===== src/hdl/dsp_pkg.sv =====
// ----------------------------------------------------------------------------
// dsp_pkg: shared types and constants of the dual stepper pulse generator
// Op codes, field widths and the per-channel command struct.
// ----------------------------------------------------------------------------
package dsp_pkg;

  localparam int unsigned ChannelsDef = 2;
  localparam int unsigned OpW         = 3;
  localparam int unsigned StepsW      = 32;
  localparam int unsigned DelayW      = 16;
  localparam int unsigned MaskW       = 2;
  localparam int unsigned NumRegs     = 2;
  localparam int unsigned CfgIdxW     = 1;

  localparam logic [DelayW-1:0] DelayReset   = 16'd50;
  localparam logic [DelayW-1:0] DelayInvalid = 16'hFFFF;

  typedef enum logic [OpW-1:0] {
    OP_TICK       = 3'd0,
    OP_LOAD       = 3'd1,
    OP_LOAD_SAFE  = 3'd2,
    OP_LOAD_UNTIL = 3'd3,
    OP_START      = 3'd4,
    OP_STOP       = 3'd5
  } op_e;

  // command to one channel, decoded from a request
  typedef struct packed {
    logic              tick;
    logic              limit;
    logic              load;
    logic              safe;
    logic              to_limit;
    logic [StepsW-1:0] steps;
    logic              start;
    logic              stop;
  } chan_cmd_t;

  // registered input request
  typedef struct packed {
    logic [OpW-1:0]    op;
    logic              channel;
    logic [StepsW-1:0] steps;
    logic [MaskW-1:0]  channel_mask;
    logic              limit_a;
    logic              limit_b;
  } in_item_t;

  // registered result
  typedef struct packed {
    logic ok;
    logic step_pin_a;
    logic step_pin_b;
    logic moving_a;
    logic moving_b;
  } out_item_t;

endpackage


===== src/hdl/dsp_if.sv =====
// ----------------------------------------------------------------------------
// dsp_in_if / dsp_out_if: request and result channels
// Valid/ready channels carrying the request fields and the result fields.
// ----------------------------------------------------------------------------
interface dsp_in_if;
  logic        valid;
  logic        ready;
  logic [2:0]  op;
  logic        channel;
  logic [31:0] steps;
  logic [1:0]  channel_mask;
  logic        limit_a;
  logic        limit_b;

  modport source (output valid, op, channel, steps, channel_mask, limit_a, limit_b,
                  input ready);
  modport sink (input valid, op, channel, steps, channel_mask, limit_a, limit_b,
                output ready);
endinterface

interface dsp_out_if;
  logic valid;
  logic ready;
  logic ok;
  logic step_pin_a;
  logic step_pin_b;
  logic moving_a;
  logic moving_b;

  modport source (output valid, ok, step_pin_a, step_pin_b, moving_a, moving_b,
                  input ready);
  modport sink (input valid, ok, step_pin_a, step_pin_b, moving_a, moving_b,
                output ready);
endinterface


===== src/hdl/dsp_channel.sv =====
// ----------------------------------------------------------------------------
// dsp_channel: state and update logic of one step channel
// Holds the delay register, delay and step counters and the step pin level.
// ----------------------------------------------------------------------------
module dsp_channel (
  input  logic                      clk_i,
  input  logic                      rst_ni,
  input  dsp_pkg::chan_cmd_t        cmd_i,
  input  logic                      cfg_we_i,
  input  logic [dsp_pkg::DelayW-1:0] cfg_wdata_i,
  output logic                      running_next_o,
  output logic                      step_level_next_o
);
  import dsp_pkg::*;

  logic              running_q, running_d;
  logic [DelayW-1:0] delay_left_q, delay_left_d;
  logic [StepsW-1:0] steps_left_q, steps_left_d;
  logic              next_high_q, next_high_d;
  logic              until_q, until_d;
  logic              stop_lim_q, stop_lim_d;
  logic              level_q, level_d;
  logic [DelayW-1:0] delay_reg_q, delay_reg_d;
  logic              run_lim, run_cnt;

  // limit and end-of-move checks for a tick
  always_comb begin
    run_lim = running_q;
    if (running_q && (stop_lim_q || until_q)) begin
      run_lim = !cmd_i.limit;
    end
    run_cnt = run_lim && !(!until_q && !next_high_q && (steps_left_q == '0));
  end

  // next state
  always_comb begin
    running_d    = running_q;
    delay_left_d = delay_left_q;
    steps_left_d = steps_left_q;
    next_high_d  = next_high_q;
    until_d      = until_q;
    stop_lim_d   = stop_lim_q;
    level_d      = level_q;
    delay_reg_d  = delay_reg_q;

    if (cfg_we_i && !running_q && (cfg_wdata_i != DelayInvalid)) begin
      delay_reg_d = cfg_wdata_i;
    end

    if (cmd_i.tick) begin
      running_d = run_cnt;
      if (run_cnt) begin
        if (delay_left_q == '0) begin
          if (next_high_q) begin
            level_d     = 1'b1;
            next_high_d = 1'b0;
          end else begin
            level_d     = 1'b0;
            next_high_d = 1'b1;
            if (!until_q) begin
              steps_left_d = steps_left_q - 1'b1;
            end
          end
          delay_left_d = delay_reg_q;
        end else begin
          delay_left_d = delay_left_q - 1'b1;
        end
      end
    end

    if (cmd_i.load) begin
      steps_left_d = cmd_i.to_limit ? '0 : cmd_i.steps;
      next_high_d  = 1'b0;
      until_d      = cmd_i.to_limit;
      stop_lim_d   = cmd_i.safe;
    end

    if (cmd_i.start) begin
      delay_left_d = '0;
      running_d    = 1'b1;
    end

    if (cmd_i.stop) begin
      running_d = 1'b0;
    end
  end

  // state registers
  always_ff @(posedge clk_i or negedge rst_ni) begin
    if (!rst_ni) begin
      running_q    <= 1'b0;
      delay_left_q <= '0;
      steps_left_q <= '0;
      next_high_q  <= 1'b0;
      until_q      <= 1'b0;
      stop_lim_q   <= 1'b1;
      level_q      <= 1'b0;
      delay_reg_q  <= DelayReset;
    end else begin
      running_q    <= running_d;
      delay_left_q <= delay_left_d;
      steps_left_q <= steps_left_d;
      next_high_q  <= next_high_d;
      until_q      <= until_d;
      stop_lim_q   <= stop_lim_d;
      level_q      <= level_d;
      delay_reg_q  <= delay_reg_d;
    end
  end

  assign running_next_o    = running_d;
  assign step_level_next_o = level_d;

  // an idle channel never moves its pin
  a_idle_pin_holds: assert property (@(posedge clk_i) disable iff (!rst_ni)
    !running_q |=> $stable(level_q))
    else $error("step pin changed on an idle channel");

  // an until-limit move never carries a step count
  a_until_no_count: assert property (@(posedge clk_i) disable iff (!rst_ni)
    until_q |-> (steps_left_q == '0))
    else $error("until-limit move holds a step count");

  // a start always leaves the channel running
  a_start_runs: assert property (@(posedge clk_i) disable iff (!rst_ni)
    cmd_i.start && !cmd_i.stop |=> running_q)
    else $error("started channel is not running");

endmodule


===== src/hdl/dual_stepper_pulse_generator_core.sv =====
// ----------------------------------------------------------------------------
// dual_stepper_pulse_generator_core: two-channel step pulse generator
// Decodes tick and command requests and drives the per-channel step logic.
// ----------------------------------------------------------------------------
// Usage:
//   in_if carries one request per handshake: a timer tick with the limit
//   switch levels, or a load / start / stop command. out_if returns exactly
//   one result per request: the ok flag and the step pin and moving levels
//   after the request took effect.
//   The request is registered in the input register, then decoded and
//   applied to the channel state as the result register is loaded. A new
//   request is taken in every cycle while the receiver takes the results,
//   one request per cycle sustained.
//   The delay registers are written through cfg_we_i / cfg_idx_i /
//   cfg_wdata_i while no request is in flight; a write to a running channel
//   or of the all-ones value is dropped.
//   After reset all channels are stopped, pins low, delays at 50 ticks.
//   When the receiver stalls the result register holds; one more request
//   waits in the input register, then in_if.ready drops until the result
//   is taken.
// ----------------------------------------------------------------------------
module dual_stepper_pulse_generator_core #(
  parameter int unsigned CHANNELS = dsp_pkg::ChannelsDef
) (
  input  logic                        clk_i,
  input  logic                        rst_ni,
  dsp_in_if.sink                      in_if,
  dsp_out_if.source                   out_if,
  input  logic                        cfg_we_i,
  input  logic [dsp_pkg::CfgIdxW-1:0] cfg_idx_i,
  input  logic [dsp_pkg::DelayW-1:0]  cfg_wdata_i
);
  import dsp_pkg::*;

  localparam int unsigned PadCh = (CHANNELS > 2) ? CHANNELS : 2;
  localparam logic [MaskW-1:0] ValidMask = (CHANNELS >= 2) ? 2'b11 : 2'b01;

  logic      s0_valid_q;
  in_item_t  s0_q;
  logic      s0_adv;
  logic      out_valid_q;
  out_item_t out_q;
  logic      ok;
  logic      is_load;

  logic [CHANNELS-1:0] run_cur, run_next, level_next;
  logic [PadCh-1:0]    run_pad, run_next_pad, level_next_pad;
  logic [PadCh-1:0]    mask_pad;

  // input register
  assign s0_adv      = s0_valid_q && (!out_valid_q || out_if.ready);
  assign in_if.ready = !s0_valid_q || s0_adv;

  always_ff @(posedge clk_i or negedge rst_ni) begin
    if (!rst_ni) begin
      s0_valid_q <= 1'b0;
    end else if (in_if.ready) begin
      s0_valid_q <= in_if.valid;
    end
  end

  always_ff @(posedge clk_i) begin
    if (in_if.ready && in_if.valid) begin
      s0_q.op           <= in_if.op;
      s0_q.channel      <= in_if.channel;
      s0_q.steps        <= in_if.steps;
      s0_q.channel_mask <= in_if.channel_mask;
      s0_q.limit_a      <= in_if.limit_a;
      s0_q.limit_b      <= in_if.limit_b;
    end
  end

  assign run_pad        = PadCh'(run_cur);
  assign run_next_pad   = PadCh'(run_next);
  assign level_next_pad = PadCh'(level_next);
  assign mask_pad       = PadCh'(s0_q.channel_mask);

  // request decode and acceptance
  always_comb begin
    ok      = 1'b0;
    is_load = 1'b0;
    unique case (op_e'(s0_q.op)) inside
      OP_TICK: ok = 1'b1;
      OP_LOAD, OP_LOAD_SAFE, OP_LOAD_UNTIL: begin
        is_load = 1'b1;
        ok = ((CHANNELS >= 2) || !s0_q.channel) && !run_pad[s0_q.channel];
      end
      OP_START: begin
        ok = ((s0_q.channel_mask & ~ValidMask) == '0) &&
             !(s0_q.channel_mask[0] && run_pad[0]) &&
             !(s0_q.channel_mask[1] && run_pad[1]);
      end
      OP_STOP: ok = ((s0_q.channel_mask & ~ValidMask) == '0);
      default: ok = 1'b0;
    endcase
  end

  // channel instances
  for (genvar c = 0; c < CHANNELS; c++) begin : g_ch
    chan_cmd_t cmd;
    logic      cfg_we;
    logic      running_q;

    always_comb begin
      cmd.tick     = s0_adv && (s0_q.op == OP_TICK);
      cmd.limit    = (c == 0) ? s0_q.limit_a : ((c == 1) ? s0_q.limit_b : 1'b0);
      cmd.load     = s0_adv && ok && is_load && (c < 2) && (32'(s0_q.channel) == c);
      cmd.safe     = (s0_q.op != OP_LOAD);
      cmd.to_limit = (s0_q.op == OP_LOAD_UNTIL);
      cmd.steps    = s0_q.steps;
      cmd.start    = s0_adv && ok && (s0_q.op == OP_START) && (c < 2) && mask_pad[c];
      cmd.stop     = s0_adv && ok && (s0_q.op == OP_STOP) && (c < 2) && mask_pad[c];
    end

    assign cfg_we = cfg_we_i && (c < NumRegs) && (32'(cfg_idx_i) == c);

    dsp_channel u_ch (
      .clk_i             (clk_i),
      .rst_ni            (rst_ni),
      .cmd_i             (cmd),
      .cfg_we_i          (cfg_we),
      .cfg_wdata_i       (cfg_wdata_i),
      .running_next_o    (run_next[c]),
      .step_level_next_o (level_next[c])
    );

    // mirror of the channel run flag for acceptance checks
    always_ff @(posedge clk_i or negedge rst_ni) begin
      if (!rst_ni) begin
        running_q <= 1'b0;
      end else begin
        running_q <= run_next[c];
      end
    end
    assign run_cur[c] = running_q;
  end

  // result register
  always_ff @(posedge clk_i or negedge rst_ni) begin
    if (!rst_ni) begin
      out_valid_q <= 1'b0;
    end else if (s0_adv) begin
      out_valid_q <= 1'b1;
    end else if (out_if.ready) begin
      out_valid_q <= 1'b0;
    end
  end

  always_ff @(posedge clk_i) begin
    if (s0_adv) begin
      out_q.ok         <= ok;
      out_q.step_pin_a <= level_next_pad[0];
      out_q.step_pin_b <= level_next_pad[1];
      out_q.moving_a   <= run_next_pad[0];
      out_q.moving_b   <= run_next_pad[1];
    end
  end

  assign out_if.valid      = out_valid_q;
  assign out_if.ok         = out_q.ok;
  assign out_if.step_pin_a = out_q.step_pin_a;
  assign out_if.step_pin_b = out_q.step_pin_b;
  assign out_if.moving_a   = out_q.moving_a;
  assign out_if.moving_b   = out_q.moving_b;

  // a tick is always acknowledged
  a_tick_ok: assert property (@(posedge clk_i) disable iff (!rst_ni)
    s0_adv && (s0_q.op == OP_TICK) |=> out_if.ok)
    else $error("tick result not ok");

  // codes past the stop command are refused
  a_bad_op_refused: assert property (@(posedge clk_i) disable iff (!rst_ni)
    s0_adv && (s0_q.op > OP_STOP) |=> !out_if.ok)
    else $error("unknown op accepted");

  // a pending request is never dropped while the result is stalled
  a_pending_kept: assert property (@(posedge clk_i) disable iff (!rst_ni)
    s0_valid_q && !s0_adv |=> s0_valid_q)
    else $error("pending request lost");

  // a refused start leaves the run flags alone
  a_refused_start: assert property (@(posedge clk_i) disable iff (!rst_ni)
    s0_adv && (s0_q.op == OP_START) && !ok |=> $stable(run_cur))
    else $error("refused start changed a channel");

endmodule


===== src/flat_wrapper.sv =====
// flat-port wrapper written by rule: the top's interface ports become plain ports
module dual_stepper_pulse_generator_core_flat import dsp_pkg::*;
#(
  parameter int unsigned CHANNELS = dsp_pkg::ChannelsDef
)
  (clk_i, rst_ni, cfg_we_i, cfg_idx_i, cfg_wdata_i, in_if_valid, in_if_op, in_if_channel, in_if_steps, in_if_channel_mask, in_if_limit_a, in_if_limit_b, in_if_ready, out_if_valid, out_if_ok, out_if_step_pin_a, out_if_step_pin_b, out_if_moving_a, out_if_moving_b, out_if_ready);
  dsp_in_if in_if_i ();
  dsp_out_if out_if_i ();
  input  logic clk_i;
  input  logic rst_ni;
  input  logic cfg_we_i;
  input  logic [dsp_pkg::CfgIdxW-1:0] cfg_idx_i;
  input  logic [dsp_pkg::DelayW-1:0] cfg_wdata_i;
  input wire logic [$bits(in_if_i.valid)-1:0] in_if_valid;
  input wire logic [$bits(in_if_i.op)-1:0] in_if_op;
  input wire logic [$bits(in_if_i.channel)-1:0] in_if_channel;
  input wire logic [$bits(in_if_i.steps)-1:0] in_if_steps;
  input wire logic [$bits(in_if_i.channel_mask)-1:0] in_if_channel_mask;
  input wire logic [$bits(in_if_i.limit_a)-1:0] in_if_limit_a;
  input wire logic [$bits(in_if_i.limit_b)-1:0] in_if_limit_b;
  output wire logic [$bits(in_if_i.ready)-1:0] in_if_ready;
  output wire logic [$bits(out_if_i.valid)-1:0] out_if_valid;
  output wire logic [$bits(out_if_i.ok)-1:0] out_if_ok;
  output wire logic [$bits(out_if_i.step_pin_a)-1:0] out_if_step_pin_a;
  output wire logic [$bits(out_if_i.step_pin_b)-1:0] out_if_step_pin_b;
  output wire logic [$bits(out_if_i.moving_a)-1:0] out_if_moving_a;
  output wire logic [$bits(out_if_i.moving_b)-1:0] out_if_moving_b;
  input wire logic [$bits(out_if_i.ready)-1:0] out_if_ready;
  assign in_if_i.valid = in_if_valid;
  assign in_if_i.op = in_if_op;
  assign in_if_i.channel = in_if_channel;
  assign in_if_i.steps = in_if_steps;
  assign in_if_i.channel_mask = in_if_channel_mask;
  assign in_if_i.limit_a = in_if_limit_a;
  assign in_if_i.limit_b = in_if_limit_b;
  assign in_if_ready = in_if_i.ready;
  assign out_if_valid = out_if_i.valid;
  assign out_if_ok = out_if_i.ok;
  assign out_if_step_pin_a = out_if_i.step_pin_a;
  assign out_if_step_pin_b = out_if_i.step_pin_b;
  assign out_if_moving_a = out_if_i.moving_a;
  assign out_if_moving_b = out_if_i.moving_b;
  assign out_if_i.ready = out_if_ready;
  dual_stepper_pulse_generator_core #(.CHANNELS(CHANNELS)) u_core (.clk_i(clk_i), .rst_ni(rst_ni), .in_if(in_if_i), .out_if(out_if_i), .cfg_we_i(cfg_we_i), .cfg_idx_i(cfg_idx_i), .cfg_wdata_i(cfg_wdata_i));
endmodule

===== config.mk =====
export PLATFORM = sky130hd
export DESIGN_NAME = dual_stepper_pulse_generator_core_flat
export DESIGN_NICKNAME = d
export VERILOG_FILES = /design/src/hdl/dsp_pkg.sv /design/src/hdl/dsp_if.sv /design/src/hdl/dsp_channel.sv /design/src/hdl/dual_stepper_pulse_generator_core.sv /design/src/flat_wrapper.sv
export SDC_FILE = /design/constraint.sdc
export NUM_CORES = 1
export LEC_CHECK = 0
export BUFFER_PORTS_ARGS = -buffer_cell sky130_fd_sc_hd__buf_2
export CORE_ASPECT_RATIO = 2
export CORE_UTILIZATION = 45
export DETAILED_ROUTE_END_ITERATION = 8
export MAX_ROUTING_LAYER = met4
export PLACE_DENSITY = 0.59
export SETUP_SLACK_MARGIN = 0.2
export SYNTH_ARGS = -nofsm -noshare
export SYNTH_HDL_FRONTEND = slang
export SYNTH_SLANG_ARGS = --single-unit

===== constraint.sdc =====
create_clock -name clk_i -period 5.7 [get_ports clk_i]
set_clock_uncertainty 0.15 [all_clocks]
set_input_delay 0.57 -clock clk_i [delete_from_list [all_inputs] [get_ports clk_i]]
set_output_delay 0.57 -clock clk_i [all_outputs]
set_load 0.1 [all_outputs]

# [Word level (Yosys, flattened, before mapping)]
# Index checks and enable logic that the tools add are counted.
[totals] latchBits=0 romBits=0 ramBits=0 word_cells=173 reg_bits=185 mem_count=0 output_inout_bits=7 in_bits=62
[classes] bitwise=2 eq_ne=11 div=0 n_mux=53 n_addsub=4 mul=0 n_reduce_logical=73 order_cmp=1 shifts=0
[ops] operator="2-to-1 mux 32 bit" count=13
[ops] operator="2-to-1 mux 16 bit" count=8
[ops] operator="zero test 32 bit" count=2
[ops] operator="subtractor 32 x 1 -> 32 bit, second input constant" count=2
[ops] operator="zero test 16 bit" count=2
[ops] operator="subtractor 16 x 1 -> 16 bit, second input constant" count=2
[ops] operator="2-to-1 mux 1 bit" count=31
[ops] operator="logical AND 1 bit" count=30
[ops] operator="nonzero test 2 bit" count=11
[ops] operator="inequality test 16 bit, second input constant" count=1
[ops] operator="zero test 1 bit" count=15
[ops] operator="AND reduction 5 bit" count=2
[ops] operator="inequality test 2 x 1 -> 1 bit, second input constant" count=4
[ops] operator="equality test 3 x 2 -> 1 bit, second input constant" count=2
[ops] operator="equality test 3 bit, second input constant" count=2
[ops] operator="AND reduction 3 bit" count=2
[ops] operator="logical OR 1 bit" count=4
[ops] operator="AND reduction 2 bit" count=2
[ops] operator="equality test 3 x 1 -> 1 bit, second input constant" count=1
[ops] operator="zero test 3 bit" count=1
[ops] operator="inequality test 3 x 1 -> 1 bit, second input constant" count=1
[ops] operator="one-hot mux 1 bit (3 select lines)" count=1
[ops] operator="OR reduction 3 bit" count=1
[ops] operator="< comparator 1 x 2 -> 1 bit, second input constant" count=1
[ops] operator="other kinds (2)" count=3

# [Logic depth before layout (Yosys ltp)]
# Gate-level depths: netlist of the first run.
[depth] depth_word=9 mapped_depth=10 depth_no_buf=8

# [Hierarchy]
# A second synthesis of the first run with hierarchy kept.
[unflattened] hier_cells=974 hier_area_um2=9942.0
[modules_own_cells] module="dsp_channel (u_core.g_ch[0].u_ch)" area_per_inst_um2=4191.5 seq_area_each_um2=1731.7 instances=1 cells_per_inst=458
[modules_own_cells] module="dsp_channel (u_core.g_ch[1].u_ch)" area_per_inst_um2=4112.7 seq_area_each_um2=1731.7 instances=1 cells_per_inst=437
[modules_own_cells] module="dual_stepper_pulse_generator_core" area_per_inst_um2=1637.8 seq_area_each_um2=1451.4 instances=1 cells_per_inst=79

# [Least setup slack after synthesis of the first run]
# No wires, ideal clock.
[synth_timing] path_type="register -> register" startpoint="reg u_core.out_valid_q (netlist: u_core.out_if.valid)" endpoint="reg u_core.s0_q, in the netlist u_core.g_ch[0].cmd[10] (enable)" path_stages_with_launch=3 required_time_ns=5.108 path_slack_ns=2.292 n_path_buf=0 arrival_ns=2.816 synth_period_minus_slack_ns=3.408 setup_ns=0.442 path_cell_list="dfrtp_1 > nand3b_1 > and2_1"
[synth_between] elab_chain_cells=5
[synth_lines] item="from (decl)" line="dual_stepper_pulse_generator_core.sv:41" text="logic out_valid_q;"
[synth_lines] item="from (signal assigned)" line="dual_stepper_pulse_generator_core.sv:141" text="out_valid_q <= 1'b0;"
[synth_lines] item="from (signal assigned)" line="dual_stepper_pulse_generator_core.sv:143" text="out_valid_q <= 1'b1;"
[synth_lines] item="from (signal assigned)" line="dual_stepper_pulse_generator_core.sv:145" text="out_valid_q <= 1'b0;"
[synth_lines] item="zero test 1 bit" line="dual_stepper_pulse_generator_core.sv:51" text="assign s0_adv = s0_valid_q && (!out_valid_q || out_if.ready);"
[synth_lines] item="logical OR 1 bit" line="dual_stepper_pulse_generator_core.sv:51"
[synth_lines] item="logical AND 1 bit" line="dual_stepper_pulse_generator_core.sv:51"
[synth_lines] item="logical OR 1 bit" line="dual_stepper_pulse_generator_core.sv:52" text="assign in_if.ready = !s0_valid_q || s0_adv;"
[synth_lines] item="net in_if_ready" line="flat_wrapper.sv:21" text="output wire logic [$bits(in_if_i.ready)-1:0] in_if_ready;"
[synth_lines] item="logical AND 1 bit" line="dual_stepper_pulse_generator_core.sv:63" text="if (in_if.ready && in_if.valid) begin"
[synth_lines] item="to (decl)" line="dual_stepper_pulse_generator_core.sv:39" text="in_item_t s0_q;"
# The timed path passes the listed nets, and every way through them passes these cells.
# A chain may end at the register's enable or synchronous reset.

# [Final worst setup path of the first run]
[layout_timing] startpoint="reg u_core.g_ch[1].u_ch.delay_left_q[0]" endpoint="reg u_core.g_ch[1].u_ch.steps_left_q[31]"
[layout_between] elab_chain_cells=3
[layout_lines] item="from (decl)" line="dsp_channel.sv:17" text="logic [DelayW-1:0] delay_left_q, delay_left_d;"
[layout_lines] item="from (signal assigned)" line="dsp_channel.sv:101" text="delay_left_q <= delay_left_d;"
[layout_lines] item="zero test 16 bit" line="dsp_channel.sv:53" text="if (delay_left_q == '0) begin"
[layout_lines] item="nonzero test 2 bit (no source line)"
[layout_lines] item="AND reduction 5 bit (no source line)"
[layout_lines] item="to (signal assigned)" line="dsp_channel.sv:102" text="steps_left_q <= steps_left_d;"
[layout_lines] item="to (decl)" line="dsp_channel.sv:18" text="logic [StepsW-1:0] steps_left_q, steps_left_d;"
# No other way between the ends.

==> metrics.log, run 1 <==
INFO  metric fillers = 1966
INFO  metric min_clock_period_post_route = 3.391 ns
INFO  metric final.setup.tns = 0 ns
INFO  metric post-route-worst-setup-slack = 2.309 ns
INFO  metric cts_sinks = 185
INFO  metric crit_arrival = 3.63 ns
INFO  metric power.sequential.fraction = 46.2%
INFO  metric comb_power_share = 29.4%
INFO  metric postRouteWirelength = 27620 um
INFO  metric hpwl = 20100 um
INFO  metric detailedRoute.firstIterationViolations = 360
INFO  metric detail-route-antenna-nets = 0
INFO  metric die_height = 208.1 um
INFO  metric ys_top_cells_by_area = sky130_fd_sc_hd__dfrtp_1 35%, sky130_fd_sc_hd__edfxtp_1 14%, sky130_fd_sc_hd__nand3_1 4.9%
INFO  metric antenna_found_initial = 0
INFO  metric clockBufferDepth = 2
INFO  metric cts-hold-fix-buffers = 0
INFO  metric finalMaxSlewViolations = 0
INFO  metric vdd_drop_max = 0.0002371 V
INFO  metric placementRows = 75
INFO  metric relSlewSlack = 22.80%
INFO  metric firstDrtPassIters = 5
INFO  metric layout.core_utilization = 50.90%
INFO  metric cts_root_buffer = sky130_fd_sc_hd__clkbuf_16
INFO  metric globalRouteTotalUtil = 27.26%
INFO  metric postSynth.topFlopCell = sky130_fd_sc_hd__dfrtp_1
INFO  metric worstSetupPathType = reg2reg
INFO  metric cts_resized = 0
INFO  metric globalRouteOverflowTotal = 0
INFO  metric p_sw = 1.821 mW
INFO  metric grt_pass1_wl = 43080 um
INFO  metric worst_ep_required_time = 5.94 ns
INFO  metric path_max_fanout = 13
INFO  metric synth-async-reset-ratio = 75.68%
INFO  metric ys_seq_area_share = 50.91%
INFO  metric ys_ff_latch = 185
INFO  metric via_count_of_the_first_global_routing_pass = 7805
INFO  metric design.portCount = 69
INFO  metric area_of_the_placeable_core = 0.02093 mm^2
INFO  metric min_period_over_period = 59.50%
INFO  metric maxCapViolations = 0
INFO  metric ys_types = 67
INFO  metric post_cts_buffers = 0
INFO  metric dpl_worst_slack = 2.358 ns
INFO  metric synth_top_area_cell = sky130_fd_sc_hd__dfrtp_1
INFO  metric netSwitchingFraction = 38.45%
INFO  metric finalWeightedCongestion = 0.9022
INFO  metric fraction_of_post_synthesis_cell_area_in_the_top_cell_type_by_area = 34.57%
INFO  metric drc_errors = 0
INFO  metric timing.fmax = 294.9 MHz
INFO  metric max_slew.worst_pin.slew = 1.152 ns
INFO  metric worst-r2r-setup-slack = 2.31 ns
INFO  metric clock_tree_from_tritoncts = yes
INFO  metric die-width = 105.0 um
INFO  metric worstHoldPathType = in2async
INFO  metric route.vias.total = 7703
INFO  metric buffer_ports.inserted = 68
INFO  metric drive_above_1_share = 18.01%
INFO  metric grt_max_degree = 87
INFO  metric netlist_area = 0.009555 mm^2
INFO  metric nNetsFinal = 1051
INFO  metric finalHoldViolCount = 0
INFO  metric clk-insertion-delay-late = 0.46 ns
INFO  metric total_inserted_antenna_cells = 0
INFO  metric crit-reg2reg-launch = u_core.g_ch[1].u_ch.delay_left_q[0]$_DFFE_PN0P_
INFO  metric p_int = 2.914 mW
INFO  metric clock_power_share = 24.4%
INFO  metric start_kind = register
INFO  metric clkSlewWorstSetupHoldPaths = 0.07 ns
INFO  metric die_area = 0.02186 mm^2
INFO  metric synthToLayoutAreaGrowth = 11.47%
INFO  metric route.detailed.wl_per_inst = 21.87 um
INFO  metric outcome = finished, final reports clean
INFO  metric crit_start = u_core.g_ch[1].u_ch.delay_left_q[0]$_DFFE_PN0P_
INFO  metric synth_nets = 1005
INFO  metric cellLeakagePower = 4.055 nW
INFO  metric htree_levels = 4
INFO  metric starting_density = 45.66%
INFO  metric post_synth.cell_area_avg = 10.22 um^2
INFO  metric cts-buffers-inserted = 17
INFO  metric post_synth_inst_count = 935
INFO  metric crit_path_end_kind = register
INFO  metric post_drt_via_cell_ratio = 6.099
INFO  metric synth_warnings = 0
INFO  metric synth-edff-count = 45
INFO  metric rsz0062_at_grt = false
INFO  metric setup_violations = 0
INFO  metric cellPowerDensity = 444.5 mW/mm^2
[final cells by class]
| type | instances | area (um^2) | area share, % |
|---|---|---|---|
| Tap cell | 269 | 336.6 | 3.160 |
| Clock inverter | 15 | 132.6 | 1.245 |
| Sequential cell | 185 | 4865 | 45.67 |
| Clock buffer | 17 | 425.4 | 3.994 |
| Inverter | 16 | 60.06 | 0.5638 |
| Multi-Input combinational cell | 687 | 4441 | 41.69 |
| Timing Repair Buffer | 74 | 391.6 | 3.677 |
[layout by cell type (no fill, tap or decap), types with 6 or more instances in the layout]
cell type and instances:
sky130_fd_sc_hd__a21o_1 7, sky130_fd_sc_hd__a21oi_1 64, sky130_fd_sc_hd__and2_1 7, sky130_fd_sc_hd__and3_1 6, sky130_fd_sc_hd__buf_2 67, sky130_fd_sc_hd__buf_4 6
sky130_fd_sc_hd__clkbuf_16 17, sky130_fd_sc_hd__dfrtp_1 132, sky130_fd_sc_hd__dfstp_2 8, sky130_fd_sc_hd__edfxtp_1 45, sky130_fd_sc_hd__ha_1 8, sky130_fd_sc_hd__inv_1 16
sky130_fd_sc_hd__inv_6 6, sky130_fd_sc_hd__mux2_2 34, sky130_fd_sc_hd__nand2_1 51, sky130_fd_sc_hd__nand2b_1 6, sky130_fd_sc_hd__nand3_1 93, sky130_fd_sc_hd__nand3b_1 10
sky130_fd_sc_hd__nand4_1 32, sky130_fd_sc_hd__nand4b_1 10, sky130_fd_sc_hd__nor2_1 57, sky130_fd_sc_hd__nor3_1 29, sky130_fd_sc_hd__nor3b_1 10, sky130_fd_sc_hd__nor4_1 28
sky130_fd_sc_hd__nor4b_1 6, sky130_fd_sc_hd__o211ai_1 10, sky130_fd_sc_hd__o21ai_0 66, sky130_fd_sc_hd__o21ai_1 6, sky130_fd_sc_hd__o22ai_1 7, sky130_fd_sc_hd__o311ai_0 6
sky130_fd_sc_hd__or3_1 7, sky130_fd_sc_hd__xnor2_1 14, sky130_fd_sc_hd__xor2_1 38
[metrics by stage]
stage          std cells  power [mW]  hold slack [ns]  cell area, um^2
2_1_floorplan        935       3.137           0.1244             9555
3_3_place_gp        1231       3.568           0.3314            10090
3_5_place_dp        1231       3.594           0.3383            10090
4_1_cts             1263       4.753          0.07841            10650
5_1_grt             1263       5.014          0.09740            10650
6_report            1263       4.735          0.02882            10650
[worst paths after layout]
| path | to | cells after the start |
|---|---|---|
| max | u_core.g_ch[1].u_ch.steps_left_q[31]$_DFFE_PN0P_ | 8 |
| min | u_core.g_ch[0].u_ch.delay_left_q[15]$_DFFE_PN0P_ | 1 |
| max reg2reg | u_core.g_ch[1].u_ch.steps_left_q[31]$_DFFE_PN0P_ | 8 |
| min reg2reg | u_core.g_ch[0].u_ch.delay_left_q[15]$_DFFE_PN0P_ | 1 |
| max in group asynchronous | u_core.g_ch[0].u_ch.delay_reg_q[10]$_DFFE_PN0P_ | 2 |
| min in group clk_i | u_core.g_ch[0].cmd[29]$_DFFE_PP_ | 1 |
[routing by layer]
metal  share of wire, %  track usage, %  vias to the layer above  routed length, um
li1                   -               -                     3600                  -
met1                 36           27.67                     3791              10070
met4                6.1           16.80                        0               1685
met5                  0               -                        -                  0
met3                3.4           4.292                       69                944
met2                 54           48.46                      243              14920
[power by group through the flow]
stage                     Sequential, mW  Clock (mW)  Combinational, mW
after global routing                2.24        1.22               1.56
after floorplan                     2.05           0               1.09
after global placement              2.20           0               1.37
after detailed placement            2.21           0               1.38
final                               2.19        1.15               1.39
after CTS                           2.19        1.17               1.39
[sequential cells by signal, summed over array words and instances (netlist names)]
| register | cells |
|---|---|
| u_core.g_ch.u_ch.steps_left_q | 64 |
| u_core.g_ch.u_ch.stop_lim_q | 2 |
| u_core.g_ch.u_ch.next_high_q | 2 |
| u_core.g_ch.u_ch.until_q | 2 |
| u_core.g_ch.cmd | 34 |
| u_core.g_ch.u_ch.level_q | 2 |
| u_core.g_ch.u_ch.delay_left_q | 32 |
| u_core.out_if.step_pin_b | 1 |
| u_core.s0_q | 4 |
| u_core.mask_pad | 2 |
| u_core.out_if.moving_a | 1 |
| u_core.out_if.ok | 1 |
| u_core.out_if.step_pin_a | 1 |
| u_core.out_if.valid | 1 |
| u_core.out_if.moving_b | 1 |
| u_core.s0_valid_q | 1 |
| u_core.g_ch.u_ch.delay_reg_q | 32 |
| u_core.g_ch.running_q | 2 |
[cells in the mapped netlist, types with 14 or more instances]
library cell and n:
sky130_fd_sc_hd__dfrtp_1 132, sky130_fd_sc_hd__nand3_1 93, sky130_fd_sc_hd__o21ai_0 66, sky130_fd_sc_hd__a21oi_1 64
sky130_fd_sc_hd__nor2_1 58, sky130_fd_sc_hd__nand2_1 51, sky130_fd_sc_hd__edfxtp_1 45, sky130_fd_sc_hd__xor2_1 38
sky130_fd_sc_hd__clkbuf_1 35, sky130_fd_sc_hd__mux2_2 34, sky130_fd_sc_hd__nand4_1 32, sky130_fd_sc_hd__nor3_1 30
sky130_fd_sc_hd__nor4_1 28, sky130_fd_sc_hd__inv_1 16, sky130_fd_sc_hd__xnor2_1 14
[critical path, stage by stage, from the launching register on]
cell and delay [ns]:
sky130_fd_sc_hd__dfrtp_1 0.41, sky130_fd_sc_hd__inv_1 0.13, sky130_fd_sc_hd__ha_1 0.23, sky130_fd_sc_hd__nor4b_2 0.45, sky130_fd_sc_hd__nand4_1 0.61, sky130_fd_sc_hd__a21oi_2 0.53, sky130_fd_sc_hd__nand3_1 0.21, sky130_fd_sc_hd__or4_1 0.51
sky130_fd_sc_hd__nand4_1 0.10
[cells by family (layout without fill, tap and decap cells)]
logic type	Yosys count	in the layout	synth area share [%]
DFF	185	185	50.91
AOI/OAI and AO/OA	198	198	12.44
muxes	34	34	4.007
and+or+nand+nor	395	395	24.04
buffers and inverters	63	122	2.789
adders and majority gates	8	8	1.048
xor gates and xnor gates	52	52	4.766
Note: power is estimated with default switching activity, not from simulation.
==> inputs of run 2 (changes only) <==
clock period = 3.3 ns   (was 5.7 ns; I/O delays follow)
==> run 2 against run 1 <==
Non-clock buffer count up 76; combinational power grew 88%; total power rose by 77%; utilization grew 3.4 points; via count rose by 3.7%; first-iteration DRC count grew 37%; critical path type unchanged.
==> metrics.log, run 2 (synthesized netlist as in run 1, its figures left out) <==
INFO  metric timing.hold.worst_endpoint = u_core.g_ch[1].u_ch.delay_reg_q[0]$_DFFE_PN0P_
INFO  metric multi_input_comb_area = 0.004442 mm^2
INFO  metric finalHoldViolCount = 0
INFO  metric mostFrequentLayoutCell = sky130_fd_sc_hd__dfrtp_1
INFO  metric relSlewSlack = 32.45%
INFO  metric rsz0062_at_grt = false
INFO  metric placementRows = 75
INFO  metric clock_tree_from_tritoncts = yes
INFO  metric htree_levels = 4
INFO  metric grt_pass1_wl = 43900 um
INFO  metric firstDrtPassIters = 7
INFO  metric cellPowerDensity = 737.2 mW/mm^2
INFO  metric die_height = 208.1 um
INFO  metric via_count_of_the_first_global_routing_pass = 7996
INFO  metric crit_path_end_kind = register
INFO  metric hpwl = 20430 um
INFO  metric worst-r2r-setup-slack = 0.40 ns
INFO  metric path_max_fanout = 6
INFO  metric drc_errors = 0
INFO  metric cts_root_buffer = sky130_fd_sc_hd__clkbuf_16
INFO  metric detailedRoute.firstIterationViolations = 492
INFO  metric area_of_the_placeable_core = 0.02093 mm^2
INFO  metric starting_density = 45.66%
INFO  metric crit-reg2reg-launch = u_core.g_ch[1].u_ch.delay_left_q[0]$_DFFE_PN0P_
INFO  metric vdd_drop_max = 0.0004046 V
INFO  metric r2r.worst_path.cells = 9
INFO  metric post_drt_via_cell_ratio = 5.965
INFO  metric timing.fmax = 345.3 MHz
INFO  metric max_flop_register = u_core.g_ch.u_ch.steps_left_q
INFO  metric largest_register_ffs = 64
INFO  metric setup_violations = 0
INFO  metric buffer_ports.inserted = 68
INFO  metric p_int = 5.210 mW
INFO  metric outcome = finished, final reports clean
INFO  metric postRouteWirelength = 28320 um
INFO  metric dp_cells = 1260
INFO  metric die_area = 0.02186 mm^2
INFO  metric worst_hold_slack = 0.02179 ns
INFO  metric clockBufferDepth = 2
INFO  metric min_delay_path_depth = 2
INFO  metric fin_cells = 1339
INFO  metric globalRouteTotalUtil = 27.91%
INFO  metric layout.cells.most_common_list = 132 x sky130_fd_sc_hd__dfrtp_1, 93 x sky130_fd_sc_hd__nand3_1, 67 x sky130_fd_sc_hd__buf_2, 66 x sky130_fd_sc_hd__o21ai_0, 64 x sky130_fd_sc_hd__a21oi_1
INFO  metric grt_max_degree = 99
INFO  metric worstSetupPathType = reg2reg
INFO  metric finalMaxSlewViolations = 0
INFO  metric finalWeightedCongestion = 0.9109
INFO  metric cellLeakagePower = 4.429 nW
INFO  metric antenna_found_initial = 0
INFO  metric cts_sinks = 185
INFO  metric netSwitchingFraction = 37.76%
INFO  metric drive_above_1_share = 19.72%
INFO  metric detail-route-antenna-nets = 0
INFO  metric cts-buffers-inserted = 17
INFO  metric start_kind = register
INFO  metric max_slew.worst_pin.slew = 1.004 ns
INFO  metric seq_area = 0.004865 mm^2
INFO  metric route.vias.total = 7987
INFO  metric design.portCount = 69
INFO  metric maxCapViolations = 0
INFO  metric worstHoldPathType = in2reg
INFO  metric power.total = 8.370 mW
INFO  metric die-width = 105.0 um
INFO  metric synthToLayoutAreaGrowth = 18.82%
INFO  metric hold_path.startpoint = cfg_wdata_i[0]
INFO  metric route.detailed.wl_per_inst = 21.15 um
INFO  metric clk-insertion-delay-late = 0.45 ns
INFO  metric final.setup.tns = 0 ns
INFO  metric total_inserted_antenna_cells = 0
INFO  metric clkSlewWorstSetupHoldPaths = 0.07 ns
INFO  metric clock_power_share = 23.9%
INFO  metric min_clock_period_post_route = 2.896 ns
INFO  metric p_sw = 3.160 mW
INFO  metric cts_resized = 0
INFO  metric power.sequential.fraction = 44.9%
INFO  metric comb_power_share = 31.3%
INFO  metric nNetsFinal = 1127
INFO  metric critical_path.reg2reg.endpoint = u_core.g_ch[1].u_ch.steps_left_q[15]$_DFFE_PN0P_
INFO  metric min_period_over_period = 87.76%
INFO  metric fillers = 1875
INFO  metric crit_arrival = 3.12 ns
INFO  metric worst_ep_required_time = 3.52 ns
INFO  metric globalRouteOverflowTotal = 0
==> run 2: layer usage <==
layer	part of all wire, %	GRT usage, %	up-vias	wire [um]
li1	-	-	3759	-
met1	36	27.77	3891	10170
met2	53	49.60	249	15150
met3	3.5	3.916	88	985
met4	7.1	19.28	0	2019
met5	0	-	-	0
==> run 2: worst max-delay path by stage <==
stage | from | end | slack, ns
after floorplan | u_core.out_if.valid$_DFFE_PN0P_ | u_core.g_ch[0].cmd[10]$_DFFE_PP_ | 0.26
after global placement | u_core.g_ch[1].u_ch.delay_left_q[0]$_DFFE_PN0P_ | u_core.g_ch[1].u_ch.steps_left_q[5]$_DFFE_PN0P_ | 0.51
after detailed placement | u_core.g_ch[1].u_ch.delay_left_q[0]$_DFFE_PN0P_ | u_core.g_ch[1].u_ch.steps_left_q[6]$_DFFE_PN0P_ | 0.38
after CTS | u_core.g_ch[1].u_ch.delay_left_q[0]$_DFFE_PN0P_ | u_core.g_ch[1].u_ch.steps_left_q[6]$_DFFE_PN0P_ | 0.40
after global routing | u_core.g_ch[1].u_ch.delay_left_q[0]$_DFFE_PN0P_ | u_core.g_ch[1].u_ch.steps_left_q[5]$_DFFE_PN0P_ | 0.24
final | u_core.g_ch[1].u_ch.delay_left_q[0]$_DFFE_PN0P_ | u_core.g_ch[1].u_ch.steps_left_q[15]$_DFFE_PN0P_ | 0.40
==> run 2: what timing repair did <==
item	in CTS	in global routing
hold endpoints to repair	86	0
hold buffers	44	0
setup buffers	0	3
endpoints found under the setup margin	0	1
==> run 2: metrics by stage <==
stage / worst slack [ns] / util, % / instance area, um^2
finish: 0.4038 / 54.25 / 11350
global route: 0.2435 / 54.25 / 11350
CTS: 0.3978 / 54.15 / 11330
detailed placement: 0.3838 / 49.34 / 10320
global placement: 0.5145 / 49.34 / 10320
floorplan: 0.2646 / - / 9558
==> run 2: layout make-up <==
class                   count  area share (%)
repair buffers            150           9.555
inverters                  16          0.5290
multi-input cells         687           39.12
well taps                 269           2.965
flip-flops and latches    185           42.85
clock inverters            14           1.113
clock buffers              18           3.868
==> run 2: critical path, stage by stage (launching register included) <==
cell and delay, ns:
sky130_fd_sc_hd__dfrtp_1 0.42, sky130_fd_sc_hd__inv_1 0.13, sky130_fd_sc_hd__ha_1 0.22, sky130_fd_sc_hd__nor4b_2 0.43
sky130_fd_sc_hd__nand3_1 0.23, sky130_fd_sc_hd__nor4_4 0.39, sky130_fd_sc_hd__buf_4 0.21, sky130_fd_sc_hd__nand3_1 0.11
sky130_fd_sc_hd__or3_1 0.38, sky130_fd_sc_hd__a31oi_1 0.16
==> run 2: power by group through the flow <==
stage	clock network [mW]	registers, mW	logic, mW
global route	2.11	3.84	2.93
detailed placement	0	3.78	2.56
CTS	2.04	3.74	2.62
floorplan	0	3.54	1.88
finish	2.00	3.76	2.62
global placement	0	3.78	2.54
